===== config.mk =====
export PLATFORM = sky130hd
export DESIGN_NAME = wave_stream_to_mono_decoder_top
export DESIGN_NICKNAME = d
export VERILOG_FILES = /design/src/hw/rtl/wsmd_pkg.sv /design/src/hw/rtl/wave_stream_to_mono_decoder_top.sv /design/src/hw/rtl/wsmd_datapath.sv /design/src/hw/rtl/wsmd_ctrl.sv
export VERILOG_INCLUDE_DIRS = /design/src /design/src/hw/rtl
export SDC_FILE = /design/constraint.sdc
export NUM_CORES = 2
export LEC_CHECK = 0
export BUFFER_PORTS_ARGS = -buffer_cell sky130_fd_sc_hd__clkbuf_2
export CAP_MARGIN = 10
export CORE_ASPECT_RATIO = 1.25
export CORE_UTILIZATION = 60
export CTS_CLUSTER_SIZE = 8
export DETAILED_ROUTE_END_ITERATION = 8
export HOLD_SLACK_MARGIN = 0.05
export MAX_ROUTING_LAYER = met4
export PLACE_DENSITY = 0.84
export SLEW_MARGIN = 20
export SYNTH_ARGS = -nofsm -noshare
export SYNTH_HDL_FRONTEND = slang
export SYNTH_SLANG_ARGS = --single-unit

===== constraint.sdc =====
create_clock -name aclk -period 18.9 [get_ports aclk]
set_input_delay 1.89 -clock aclk [delete_from_list [all_inputs] [get_ports aclk]]
set_output_delay 1.89 -clock aclk [all_outputs]
set_load 0.005 [all_outputs]

===== src/hw/rtl/assert_macros.svh =====
// Assertion macros shared by the decoder RTL.
// Depends on nothing; included by files that carry concurrent assertions.
`ifndef ASSERT_MACROS_SVH
`define ASSERT_MACROS_SVH
// Implication checked on every clock edge outside reset.
`define CHK_IMPL(label, clk, rstn, ante, cons, msg) \
    label: assert property (@(posedge clk) disable iff (!rstn) (ante) |-> (cons)) \
        else $error(msg);
// Next-cycle implication checked outside reset.
`define CHK_NEXT(label, clk, rstn, ante, cons, msg) \
    label: assert property (@(posedge clk) disable iff (!rstn) (ante) |=> (cons)) \
        else $error(msg);
`endif


===== src/hw/rtl/wsmd_pkg.sv =====
// Package for the wave stream to mono decoder: payload types, codes, constants.
// Depends on nothing.
package wsmd_pkg;
    typedef struct packed {
        logic [7:0] in_byte;
        logic       in_last;
    } wsmd_in_t;

    typedef struct packed {
        logic signed [23:0] sample;
        logic [31:0]        sample_rate;
        logic               last;
    } wsmd_out_t;

    typedef enum logic [2:0] {
        PH_RIFF = 3'd0,
        PH_HEAD = 3'd1,
        PH_FMT  = 3'd2,
        PH_SKIP = 3'd3,
        PH_DATA = 3'd4,
        PH_DONE = 3'd5
    } wsmd_phase_t;

    typedef enum logic [1:0] {
        CS_IDLE  = 2'd0,
        CS_FRAME = 2'd1,
        CS_DIV   = 2'd2,
        CS_OUT   = 2'd3
    } wsmd_ctl_t;

    localparam logic [31:0] TAG_FMT      = 32'h2074_6d66;
    localparam logic [31:0] TAG_DATA     = 32'h6174_6164;
    localparam logic [31:0] DEFAULT_RATE = 32'd48000;
    localparam int          DIV_BITS     = 41;
    localparam int          CNT_W        = 6;

    // Commands from controller to datapath, status back.
    typedef struct packed {
        logic take_byte;
        logic frame_start;
        logic div_start;
        logic div_step;
        logic frame_div_start;
        logic frame_div_step;
        logic out_load;
    } wsmd_cmd_t;

    typedef struct packed {
        logic frame_done;
        logic frame_sized;
        logic last_frame;
        logic fin;
    } wsmd_sts_t;

    // IEEE single to Q1.23, truncating toward zero with saturation.
    function automatic logic signed [23:0] float_to_q23(input logic [31:0] w);
        logic [7:0]  ex;
        logic [22:0] man;
        logic [23:0] mag;
        logic [7:0]  sh;
        ex  = w[30:23];
        man = w[22:0];
        sh  = 8'd127 - ex;
        mag = {1'b1, man} >> sh[4:0];
        if (ex == 8'hFF && man != 23'd0)
            return 24'sd0;
        else if (ex >= 8'd127)
            return w[31] ? 24'sh800000 : 24'sh7FFFFF;
        else if (ex == 8'd0 || sh >= 8'd24)
            return 24'sd0;
        else
            return w[31] ? -$signed(mag) : $signed(mag);
    endfunction
endpackage


===== src/hw/rtl/wave_stream_to_mono_decoder_top.sv =====
// Channel    | Ports                                  | Payload
// input      | s_valid, s_ready, s_data               | in_byte, in_last
// result     | m_valid, m_ready, m_data               | sample, sample_rate, last
// Each byte is checked in the frame state before the next is taken. One that
// completes a frame or the data chunk header also runs the 41-step shared
// divider first. Bytes keep flowing while a word waits on m_ready; the next
// finished frame holds the input until that word is taken.
// Reset is synchronous on aresetn and returns the parser to the RIFF header.
// Top level of the wave stream decoder. Depends on wsmd_pkg, wsmd_ctrl,
// wsmd_datapath and assert_macros.svh.
module wave_stream_to_mono_decoder_top (
    input  logic                aclk,
    input  logic                aresetn,
    input  logic                s_valid,
    output logic                s_ready,
    input  wsmd_pkg::wsmd_in_t  s_data,
    output logic                m_valid,
    input  logic                m_ready,
    output wsmd_pkg::wsmd_out_t m_data
);
    import wsmd_pkg::*;
    `include "assert_macros.svh"

    wsmd_cmd_t cmd;
    wsmd_sts_t sts;

    wsmd_ctrl u_ctrl (
        .aclk(aclk), .aresetn(aresetn), .s_valid(s_valid), .s_ready(s_ready),
        .m_valid(m_valid), .m_ready(m_ready), .sts(sts), .cmd(cmd)
    );

    wsmd_datapath u_dp (
        .aclk(aclk), .aresetn(aresetn), .in_word(s_data), .cmd(cmd),
        .sts(sts), .out_word(m_data)
    );

    `CHK_NEXT(a_out_hold, aclk, aresetn, m_valid && !m_ready, m_valid && $stable(m_data), "result word changed while stalled")
    `CHK_IMPL(a_load_free, aclk, aresetn, cmd.out_load, !m_valid || m_ready, "result loaded over a pending word")
    `CHK_IMPL(a_no_take_busy, aclk, aresetn, cmd.take_byte, !cmd.div_step && !cmd.frame_div_step, "byte taken during division")
endmodule


===== src/hw/rtl/wsmd_datapath.sv =====
// Datapath of the wave decoder: chunk parser registers, sample conversion,
// frame accumulator, one shared frame-count and average divider. Depends on wsmd_pkg.
module wsmd_datapath (
    input  logic              aclk,
    input  logic              aresetn,
    input  wsmd_pkg::wsmd_in_t  in_word,
    input  wsmd_pkg::wsmd_cmd_t cmd,
    output wsmd_pkg::wsmd_sts_t sts,
    output wsmd_pkg::wsmd_out_t out_word
);
    import wsmd_pkg::*;

    wsmd_phase_t phase_reg, phase_next;
    logic [31:0] offset_reg, offset_next;
    logic [31:0] tag_reg, tag_next, len_reg, len_next;
    logic [32:0] left_reg, left_next;
    logic [15:0] fmt_reg, fmt_next, chans_reg, chans_next, bits_reg, bits_next;
    logic [31:0] rate_reg, rate_next;
    logic [31:0] asm_reg, asm_next;
    logic [15:0] bis_reg, bis_next, chidx_reg, chidx_next;
    logic signed [39:0] sum_reg, sum_next;
    logic [31:0] frames_reg, frames_next;
    logic        fin_reg, fin_next;
    logic        done_reg, done_next, sized_reg, sized_next, lastf_reg, lastf_next;
    // Shared restoring divider: quotient builds up in dnum, remainder in drem.
    logic [DIV_BITS-1:0] dnum_reg, dnum_next;
    logic [DIV_BITS:0]   drem_reg, drem_next;
    logic [DIV_BITS-1:0] dden_reg, dden_next;
    logic                dneg_reg, dneg_next;
    logic [DIV_BITS:0]   trial;
    wsmd_out_t           out_reg, out_next;

    logic [7:0]  b;
    logic [32:0] body;
    logic [32:0] k33;
    logic [2:0]  hk;
    logic [15:0] bps;
    logic [31:0] raw;
    logic signed [23:0] conv;
    logic signed [31:0] s32;
    logic [39:0] sum_abs;

    assign b    = in_word.in_byte;
    assign body = {1'b0, len_reg} + {32'd0, len_reg[0]};
    assign k33  = body - left_reg;
    assign hk   = 3'(4'd8 - left_reg[3:0]);
    assign bps  = {3'd0, bits_reg[15:3]};
    assign trial = {drem_reg[DIV_BITS-1:0], dnum_reg[DIV_BITS-1]} - {1'b0, dden_reg};

    // The sample being finished includes the byte taken in this cycle.
    always_comb begin
        raw = asm_reg;
        if (bis_reg < 16'd4) raw[8*bis_reg[1:0] +: 8] = b;
        s32 = $signed(raw);
        if (fmt_reg == 16'd3 && bits_reg == 16'd32)
            conv = float_to_q23(raw);
        else if (bits_reg == 16'd16)
            conv = {raw[15:0], 8'd0};
        else if (bits_reg == 16'd24)
            conv = raw[23:0];
        else if (bits_reg == 16'd32)
            conv = 24'((s32 + (s32[31] ? 32'sd255 : 32'sd0)) >>> 8);
        else
            conv = 24'sd0;
    end

    always_comb begin
        phase_next = phase_reg; offset_next = offset_reg; tag_next = tag_reg;
        len_next = len_reg; left_next = left_reg; fmt_next = fmt_reg;
        chans_next = chans_reg; bits_next = bits_reg; rate_next = rate_reg;
        asm_next = asm_reg; bis_next = bis_reg; chidx_next = chidx_reg;
        sum_next = sum_reg; frames_next = frames_reg; fin_next = fin_reg;
        done_next = 1'b0; sized_next = 1'b0; lastf_next = lastf_reg;
        dnum_next = dnum_reg; drem_next = drem_reg; dden_next = dden_reg;
        dneg_next = dneg_reg; out_next = out_reg;
        sum_abs = sum_reg[39] ? 40'(-sum_reg) : 40'(sum_reg);
        if (cmd.take_byte) begin
            fin_next = in_word.in_last;
            offset_next = offset_reg + 32'd1;
            unique case (phase_reg)
                PH_RIFF: begin
                    if (offset_reg >= 32'd11) begin
                        phase_next = PH_HEAD; left_next = 33'd8;
                        tag_next = '0; len_next = '0;
                    end
                end
                PH_HEAD: begin
                    if (!hk[2]) tag_next[8*hk[1:0] +: 8] = b;
                    else        len_next[8*hk[1:0] +: 8] = b;
                    left_next = left_reg - 33'd1;
                    if (left_reg == 33'd1) begin
                        if (tag_next == TAG_DATA) begin
                            // Frame count comes from the shared divider.
                            asm_next = '0; bis_next = '0; chidx_next = '0;
                            sum_next = '0;
                            left_next = {1'b0, len_next};
                            phase_next = PH_DATA;
                            dnum_next = {9'd0, len_next};
                            dden_next = 41'({16'd0, bps} * {16'd0, chans_reg});
                            drem_next = '0;
                            sized_next = 1'b1;
                        end else if (len_next == 32'd0) begin
                            phase_next = PH_HEAD; left_next = 33'd8;
                            tag_next = '0; len_next = '0;
                        end else begin
                            left_next = {1'b0, len_next} + {32'd0, len_next[0]};
                            phase_next = (tag_next == TAG_FMT) ? PH_FMT : PH_SKIP;
                        end
                    end
                end
                PH_FMT, PH_SKIP: begin
                    if (phase_reg == PH_FMT && k33 < {1'b0, len_reg} && k33 < 33'd16) begin
                        if (k33[3:0] < 4'd2)      fmt_next[8*k33[0] +: 8] = b;
                        else if (k33[3:0] < 4'd4) chans_next[8*k33[0] +: 8] = b;
                        else if (k33[3:0] < 4'd8) rate_next[8*k33[1:0] +: 8] = b;
                        else if (k33[3:0] >= 4'd14) bits_next[8*k33[0] +: 8] = b;
                    end
                    left_next = left_reg - 33'd1;
                    if (left_reg == 33'd1) begin
                        phase_next = PH_HEAD; left_next = 33'd8;
                        tag_next = '0; len_next = '0;
                    end
                end
                PH_DATA: begin
                    if (bis_reg < 16'd4) asm_next[8*bis_reg[1:0] +: 8] = b;
                    bis_next = bis_reg + 16'd1;
                    if (bis_next >= bps) begin
                        sum_next = sum_reg + 40'(conv);
                        asm_next = '0; bis_next = '0;
                        chidx_next = chidx_reg + 16'd1;
                        if (chidx_next >= chans_reg) begin
                            chidx_next = '0;
                            frames_next = frames_reg - 32'd1;
                            lastf_next = (frames_next == 32'd0);
                            if (frames_next == 32'd0) phase_next = PH_DONE;
                            done_next = 1'b1;
                        end
                    end
                end
                default: ;
            endcase
        end
        if (cmd.frame_div_start) begin
            dnum_next = {1'b0, sum_abs};
            dneg_next = sum_reg[39];
            dden_next = {25'd0, chans_reg};
            drem_next = '0;
            sum_next = '0;
        end
        if (cmd.div_step || cmd.frame_div_step) begin
            if (!trial[DIV_BITS]) drem_next = trial;
            else drem_next = {drem_reg[DIV_BITS-1:0], dnum_reg[DIV_BITS-1]};
            dnum_next = {dnum_reg[DIV_BITS-2:0], ~trial[DIV_BITS]};
        end
        if (cmd.div_start) begin
            // Quotient left in dnum; zero divisor gives no frames.
            frames_next = (dden_reg == '0) ? 32'd0 : dnum_reg[31:0];
            if (dden_reg == '0 || dnum_reg[31:0] == 32'd0) phase_next = PH_DONE;
        end
        if (cmd.out_load) begin
            out_next.sample = dneg_reg ? 24'(-dnum_reg) : dnum_reg[23:0];
            out_next.sample_rate = rate_reg;
            out_next.last = lastf_reg;
        end
        if (cmd.frame_start) begin
            // End of file: parser and accumulator registers back to their reset values.
            phase_next = PH_RIFF; offset_next = '0; tag_next = '0; len_next = '0;
            left_next = '0; fmt_next = 16'd1; chans_next = 16'd1;
            rate_next = DEFAULT_RATE; bits_next = 16'd16; asm_next = '0;
            bis_next = '0; chidx_next = '0; sum_next = '0; frames_next = '0;
            fin_next = 1'b0;
        end
    end

    always_ff @(posedge aclk) begin
        if (!aresetn) begin
            phase_reg <= PH_RIFF; offset_reg <= '0; tag_reg <= '0; len_reg <= '0;
            left_reg <= '0; fmt_reg <= 16'd1; chans_reg <= 16'd1;
            rate_reg <= DEFAULT_RATE; bits_reg <= 16'd16; asm_reg <= '0;
            bis_reg <= '0; chidx_reg <= '0; sum_reg <= '0; frames_reg <= '0;
            fin_reg <= 1'b0; done_reg <= 1'b0; sized_reg <= 1'b0;
            lastf_reg <= 1'b0;
        end else begin
            phase_reg <= phase_next; offset_reg <= offset_next; tag_reg <= tag_next;
            len_reg <= len_next; left_reg <= left_next; fmt_reg <= fmt_next;
            chans_reg <= chans_next; rate_reg <= rate_next; bits_reg <= bits_next;
            asm_reg <= asm_next; bis_reg <= bis_next; chidx_reg <= chidx_next;
            sum_reg <= sum_next; frames_reg <= frames_next; fin_reg <= fin_next;
            done_reg <= done_next; sized_reg <= sized_next; lastf_reg <= lastf_next;
        end
    end

    always_ff @(posedge aclk) begin
        dnum_reg <= dnum_next; drem_reg <= drem_next; dden_reg <= dden_next;
        dneg_reg <= dneg_next; out_reg <= out_next;
    end

    assign sts.frame_done  = done_reg;
    assign sts.frame_sized = sized_reg;
    assign sts.last_frame  = lastf_reg;
    assign sts.fin         = fin_reg;
    assign out_word        = out_reg;
endmodule


===== src/hw/rtl/wsmd_ctrl.sv =====
// Controller of the wave decoder: sequences byte intake, the shared divider
// and the result register. Depends on wsmd_pkg.
module wsmd_ctrl (
    input  logic                aclk,
    input  logic                aresetn,
    input  logic                s_valid,
    output logic                s_ready,
    output logic                m_valid,
    input  logic                m_ready,
    input  wsmd_pkg::wsmd_sts_t sts,
    output wsmd_pkg::wsmd_cmd_t cmd
);
    import wsmd_pkg::*;

    wsmd_ctl_t state_reg, state_next;
    logic [CNT_W-1:0] cnt_reg, cnt_next;
    logic             is_frame_reg, is_frame_next;
    logic             mv_reg, mv_next;
    logic             fin_pend_reg, fin_pend_next;

    always_ff @(posedge aclk) begin
        if (!aresetn) begin
            state_reg <= CS_IDLE; cnt_reg <= '0; is_frame_reg <= 1'b0;
            mv_reg <= 1'b0; fin_pend_reg <= 1'b0;
        end else begin
            state_reg <= state_next; cnt_reg <= cnt_next;
            is_frame_reg <= is_frame_next; mv_reg <= mv_next;
            fin_pend_reg <= fin_pend_next;
        end
    end

    always_comb begin
        state_next = state_reg; cnt_next = cnt_reg; is_frame_next = is_frame_reg;
        mv_next = mv_reg; fin_pend_next = fin_pend_reg;
        cmd = '0; s_ready = 1'b0;
        if (mv_reg && m_ready) mv_next = 1'b0;
        unique case (state_reg)
            CS_IDLE: begin
                s_ready = 1'b1;
                cmd.take_byte = s_valid;
                if (s_valid) state_next = CS_FRAME;
            end
            CS_FRAME: begin
                // In the cycle after a byte is taken: see what it triggered.
                if (sts.frame_done) begin
                    cmd.frame_div_start = 1'b1; is_frame_next = 1'b1;
                    cnt_next = CNT_W'(DIV_BITS); state_next = CS_DIV;
                    fin_pend_next = sts.fin;
                end else if (sts.frame_sized) begin
                    is_frame_next = 1'b0;
                    cnt_next = CNT_W'(DIV_BITS); state_next = CS_DIV;
                    fin_pend_next = sts.fin;
                end else begin
                    cmd.frame_start = sts.fin;
                    state_next = CS_IDLE;
                end
            end
            CS_DIV: begin
                if (cnt_reg != '0) begin
                    cmd.frame_div_step = is_frame_reg;
                    cmd.div_step = !is_frame_reg;
                    cnt_next = cnt_reg - CNT_W'(1);
                end else if (!is_frame_reg) begin
                    cmd.div_start = 1'b1;
                    cmd.frame_start = fin_pend_reg;
                    state_next = CS_IDLE;
                end else if (!mv_next) begin
                    cmd.out_load = 1'b1; mv_next = 1'b1;
                    state_next = CS_OUT;
                end
            end
            CS_OUT: begin
                cmd.frame_start = fin_pend_reg;
                state_next = CS_IDLE;
            end
            default: state_next = CS_IDLE;
        endcase
    end

    assign m_valid = mv_reg;
endmodule

; ---- Word-level counts from Yosys, hierarchy flattened
; Index checks and enable logic that the tools add are counted.
[op_classes]
n_addsub = 21
mux = 131
order_cmp = 12
multipliers = 1
div = 0
n_bitwise = 5
eq_ne = 25
n_shift = 9
reduce_logical = 55
[op_table]
columns = operator, count
row1 = $mux 32, 24
row2 = $mux 41, 13
row3 = $mux 24, 10
row4 = $pmux 32 s3, 2
row5 = $mux 33, 5
row6 = $mux 16, 10
row7 = $mux 40, 4
row8 = $bwmux 32, 4
row9 = $neg 5->34, 3
row10 = $shift 8x34->32 const A, 3
row11 = $shiftx 8x34->32, 3
row12 = $pmux 33 s3, 1
row13 = $logic_not 32->1, 3
row14 = $pmux 40 s2, 1
row15 = $add 32x1->33, 2
row16 = $pmux 16 s2, 2
row17 = $pmux 32 s2, 1
row18 = $bwmux 16, 3
row19 = $neg 24->24, 2
row20 = $sub 42x29->42, 1
row21 = $logic_not 41->1, 1
row22 = $add 40x24->40, 1
row23 = $neg 40->40, 1
row24 = $reduce_and 4->1, 10
row25 = 69 further kinds, 149
[word_totals]
input_bits = 13
ff_bits = 532
memories = 0
word_cells = 290
romBits = 0
ramBits = 0
latch_bits = 0

; ---- Logic depth before layout (Yosys ltp)
[logic_depth]
ltp_word = 16
ltp_mapped = 38
mapped_depth_nobuf = 34

; ---- Hierarchy
; From an unflattened synthesis, not the netlist that was laid out.
[unflattened]
cells_unflattened = 5509
area_unflattened_um2 = 44438.9
[modules_own_cells]
columns = module, area_per_inst_um2, seq_area_each_um2, cells_per_inst, n_inst
row1 = wsmd_datapath, 43807.0, 11991.5, 5437, 1
row2 = wsmd_ctrl, 631.9, 220.2, 72, 1

; ---- Worst setup path before layout
; Ideal clock, no wire load.
[synth_path]
kind = input-to-reg
start = in s_data[8] (netlist name)
end = reg u_dp.sum_reg[39]
setup_time_ns = 0.074
arrival_ns = 8.799
n_path_buf = 4
required_time_ns = 18.826
path_stages = 33
slack_ns = 10.026
cell_sequence = nand4_1 > and2_1 > clkbuf_1 > inv_1 > clkbuf_1 > clkbuf_1 > ha_1 > inv_1 > a221oi_1 > o21ai_1 > a2111oi_4 > nand3_1 > or4_1 > clkbuf_1 > or3_1 > nor3_1 > xnor2_1 > a21oi_1 > o32ai_1 > ha_1 > a21oi_1 > nor2b_1 > o21a_1 > o21a_1 > o21a_1 > a311oi_1 > o211ai_1 > a41oi_1 > o21ai_0 > o221a_2 > xnor2_1 > or4_1 > a31oi_1
[synth_between]
elab_chain_cells = 14
elab_cells_between_ends = 35
[synth_lines]
columns = element, line
row1 = from (decl), wave_stream_to_mono_decoder_top.sv:16  ; input wsmd_pkg::wsmd_in_t s_data,
row2 = $shiftx 8x34->32, wsmd_datapath.sv:53  ; if (bis_reg < 16'd4) raw[8*bis_reg[1:0] +: 8] = b;
row3 = $bwmux 32, wsmd_datapath.sv:53
row4 = $mux 32, wsmd_datapath.sv:53
row5 = $sub 7x8->8, wsmd_pkg.sv:63  ; sh = 8'd127 - ex;
row6 = $shr 24x5->24, wsmd_pkg.sv:64  ; mag = {1'b1, man} >> sh[4:0];
row7 = $neg 24->24, wsmd_pkg.sv:72  ; return w[31] ? -$signed(mag) : $signed(mag);
row8 = $mux 24, wsmd_pkg.sv:72
row9 = $mux 24, wsmd_pkg.sv:69  ; else if (ex == 8'd0 || sh >= 8'd24)
row10 = $mux 24, wsmd_pkg.sv:67  ; else if (ex >= 8'd127)
row11 = $mux 24, wsmd_pkg.sv:65  ; if (ex == 8'hFF && man != 23'd0)
row12 = $mux 24, wsmd_datapath.sv:55  ; if (fmt_reg == 16'd3 && bits_reg == 16'd32)
row13 = $add 40x24->40, wsmd_datapath.sv:128  ; sum_next = sum_reg + 40'(conv);
row14 = $mux 40, wsmd_datapath.sv:127  ; if (bis_next >= bps) begin
row15 = $pmux 40 s2, wsmd_datapath.sv:80  ; unique case (phase_reg)
row16 = to (signal assigned), wsmd_datapath.sv:188  ; sum_reg <= sum_next; frames_reg <= frames_next; fin_reg <= fin_next;
row17 = to (decl), wsmd_datapath.sv:21  ; logic signed [39:0] sum_reg, sum_next;
; Several ways; a longest one is shown, not always the timed one. The select of a mux whose other input is x is not followed.
; A chain may end at the register's enable or synchronous reset.

; ---- Final worst setup path
[layout_path]
start = reg u_dp.bis_reg[3]
end = reg u_dp.sum_reg[39]
[layout_between]
elab_chain_cells = 13
elab_cells_between_ends = 30
[layout_lines]
columns = element, line
row1 = from (decl), wsmd_datapath.sv:20  ; logic [15:0] bis_reg, bis_next, chidx_reg, chidx_next;
row2 = from (signal assigned), wsmd_datapath.sv:187  ; asm_reg <= asm_next; bis_reg <= bis_next; chidx_reg <= chidx_next;
row3 = $lt 16x3->1, wsmd_datapath.sv:53
row4 = $mux 32, wsmd_datapath.sv:53
row5 = $sub 7x8->8, wsmd_pkg.sv:63
row6 = $shr 24x5->24, wsmd_pkg.sv:64
row7 = $neg 24->24, wsmd_pkg.sv:72
row8 = $mux 24, wsmd_pkg.sv:72
row9 = $mux 24, wsmd_pkg.sv:69
row10 = $mux 24, wsmd_pkg.sv:67
row11 = $mux 24, wsmd_pkg.sv:65
row12 = $mux 24, wsmd_datapath.sv:55
row13 = $add 40x24->40, wsmd_datapath.sv:128
row14 = $mux 40, wsmd_datapath.sv:127
row15 = $pmux 40 s2, wsmd_datapath.sv:80
; Several ways; a longest one is shown, not always the timed one. The select of a mux whose other input is x is not followed.

==> results.json <==
{
  "grt_pass1_vias": 40477,
  "rsz0062_at_grt": "no",
  "cp.arrival_ps": 10060,
  "synth-simple-area-share": 0.222,
  "hold_viol": 0,
  "startpoint_type": "register",
  "powerDensity_nw_per_um2": 54.0,
  "yosysSeqAreaShare": 0.277,
  "grt_use_met1": 0.465,
  "place_congestion": 1.03,
  "post-route-util": 0.655,
  "grt_pass1_wl_mm": 221,
  "io_pins": 72,
  "muxShareOfSynthArea": 0.0429,
  "critPathMaxFanout": 26,
  "die_x_um": 245,
  "cts_sinks": 532,
  "largest_reg_flops": 57,
  "vias": 42107,
  "worst_clock_skew_ps": 37.9,
  "timing.fmax_ghz": 0.105,
  "min_path_type": "reg2reg",
  "synthFlopType": "dfxtp_1",
  "maxSlewHeadroom": 0.190,
  "ys_seq_elements": 532,
  "dieArea_um2": 74600,
  "synth_fp_nets": 5949,
  "slowest_stage": "or4_1",
  "cts_buffers": 77,
  "antenna_found_initial": 3,
  "tns_ps": 0,
  "final_max_slew_viol_count": 0,
  "drt-vias-per-instance": 6.58,
  "cts_tree": "done",
  "p_total_mw": 2.56,
  "cts_resized": 0,
  "cp_common_cell": "o21a_1",
  "drc": 0,
  "synth-async-reset-ratio": 0,
  "wl_per_cell_um": 22.3,
  "hold_buffers": 0,
  "die_h_um": 305,
  "synth_area_um2": 44100,
  "ant_nets": 0,
  "synth_fa_ha_area_frac": 0.158,
  "dp_slack_ps": 8950,
  "rows": 110,
  "start_util": 0.609,
  "gr-usage-met3": 0.0728,
  "avgSynthCellArea_um2": 8.06,
  "port_buffers": 71,
  "grt-busiest-layer": "met2",
  "p_leak_nw": 19.9,
  "clk_latency_ps": 660,
  "status": "completed",
  "setup_ws_ps": 9400,
  "synth_compound_area_frac": 0.177,
  "synth-edff-count": 156,
  "grt_max_degree": 93,
  "synthXorXnorAreaFrac": 0.0655,
  "cp-end-kind": "register",
  "setup_violations": 0,
  "drt_iter0_drc": 4428,
  "critPathKind": "reg2reg",
  "crit_path_max_incr_delay_ps": 660,
  "max-clock-path-buffers": 3,
  "cts_setup_buffers": 0,
  "htreeDepth": 3,
  "core_area_um2": 72400,
  "clk_transition_reported_paths_ps": 50,
  "place_hpwl_mm": 103,
  "finalCritPeriodShare": 0.503,
  "tightest_slew_ps": 1210,
  "ys_types": 106,
  "drive_above_1_share": 0.0619,
  "clockRootBuffer": "clkbuf_16",
  "place_area_um2": 45100,
  "wl_mm": 143,
  "grt-ovfl-total": 0,
  "drtPass1Iterations": 6,
  "grt_use_total": 0.384,
  "grt.met2_usage": 0.602,
  "ir_worst_vdd_v": 0.0000793,
  "yosys_warnings": 0,
  "fillCellCount": 6014,
  "syn-instance-count": 5474,
  "drv_cap": 0,
  "syn_to_final_growth_pct": 7.53,
  "min_period_ps": 9500,
  "layout.nets": 5869,
  "synth_top_family_by_area": "simple AND/OR/NAND/NOR gates",
  "critPathRequiredTime_ps": 19460,
  "postLayoutCellArea_um2": 47400
}
-- routing by layer --
layer / up-vias / share of wire / routed length, µm
met5: - / 0 / 0
met2: 2406 / 0.46 / 65300
met1: 19878 / 0.38 / 54400
met4: 0 / 0.062 / 8770
li1: 19191 / - / -
met3: 632 / 0.099 / 14100
-- metrics by stage --
step | cells | hold WS (ps)
2_1_floorplan | 5474 | 406
3_3_place_gp | 6267 | 410
3_5_place_dp | 6267 | 415
4_1_cts | 6394 | 422
5_1_grt | 6396 | 432
6_report | 6396 | 429
-- layout by cell type (no fill, tap or decap), types with 156 or more instances in the layout --
cell type,n
a21oi_1,366
dfxtp_1,375
edfxtp_1,156
fa_1,158
ha_1,304
inv_1,353
mux2i_1,170
nand2_1,669
nand3_1,182
nor2_1,560
nor3_1,176
o21ai_0,268
xnor2_1,196
-- cells by family (layout without fill, tap and decap cells) --
kind of cell / Yosys count / after routing
AO/OA/AOI/OAI: 1219 / 1219
AND/OR/NAND/NOR: 2084 / 2084
XOR/XNOR: 330 / 330
buffers and inverters: 663 / 631
other: 0 / 2
adder cells (fa/ha/maj): 462 / 462
multiplexers: 184 / 184
flip-flops: 532 / 532
-- final cells by class --
class	count	area [µm²]	area share
Sequential cell	532	12200	0.257
Tap cell	952	1190	0.0251
Timing Repair Buffer	148	937	0.0198
Clock buffer	121	2160	0.0454
Multi-Input combinational cell	4279	29500	0.622
Inverter	356	1340	0.0282
Clock inverter	6	100	0.00211
Antenna cell	2	5.00	0.000105
-- path summary, 6_finish.rpt --
check | start | endpoint | slack [ps] | cells after the start
setup / recovery | u_dp.bis_reg[3] | u_dp.sum_reg[39] | 9400 | 33
hold / removal | u_dp.rate_reg[25] | u_dp.out_word[26] | 430 | 0
setup reg to reg | u_dp.bis_reg[3] | u_dp.sum_reg[39] | 9400 | 33
hold reg to reg | u_dp.rate_reg[25] | u_dp.out_word[26] | 430 | 0
-- synth_stat cells (50+ instances only) --
| cell type | instances | area share |
|---|---|---|
| a21o_1 | 73 | 0.012 |
| o21ai_0 | 270 | 0.031 |
| and3_1 | 54 | 0.0077 |
| nand4_1 | 57 | 0.0081 |
| mux2i_1 | 170 | 0.039 |
| ha_1 | 304 | 0.086 |
| a211oi_1 | 50 | 0.0085 |
| xnor2_1 | 196 | 0.039 |
| fa_1 | 158 | 0.072 |
| clkbuf_1 | 260 | 0.022 |
| nor4_1 | 78 | 0.011 |
| a21oi_1 | 367 | 0.042 |
| xor2_1 | 134 | 0.027 |
| dfxtp_1 | 376 | 0.17 |
| a22oi_1 | 88 | 0.015 |
| inv_1 | 353 | 0.030 |
| nand2_1 | 672 | 0.057 |
| nor2_1 | 564 | 0.048 |
| nand3_1 | 183 | 0.021 |
| edfxtp_1 | 156 | 0.11 |
| nor3_1 | 178 | 0.020 |
-- power breakdown --
group          internal [mW]  total [mW]  switching, mW
clock network          0.781        1.32          0.543
logic                 0.0146      0.0646         0.0500
registers               1.17        1.17        0.00220
total                   1.97        2.56          0.596
-- critical path: cells and delay by family (launching register included) --
| family | cells | cell delay, ps |
|---|---|---|
| compound gates | 16 | 4270 |
| xor+xnor | 2 | 230 |
| fa+ha+maj | 2 | 570 |
| buf+inv | 4 | 610 |
| flops | 1 | 390 |
| simple gates | 9 | 3320 |
(Power assumes the default switching activity.)
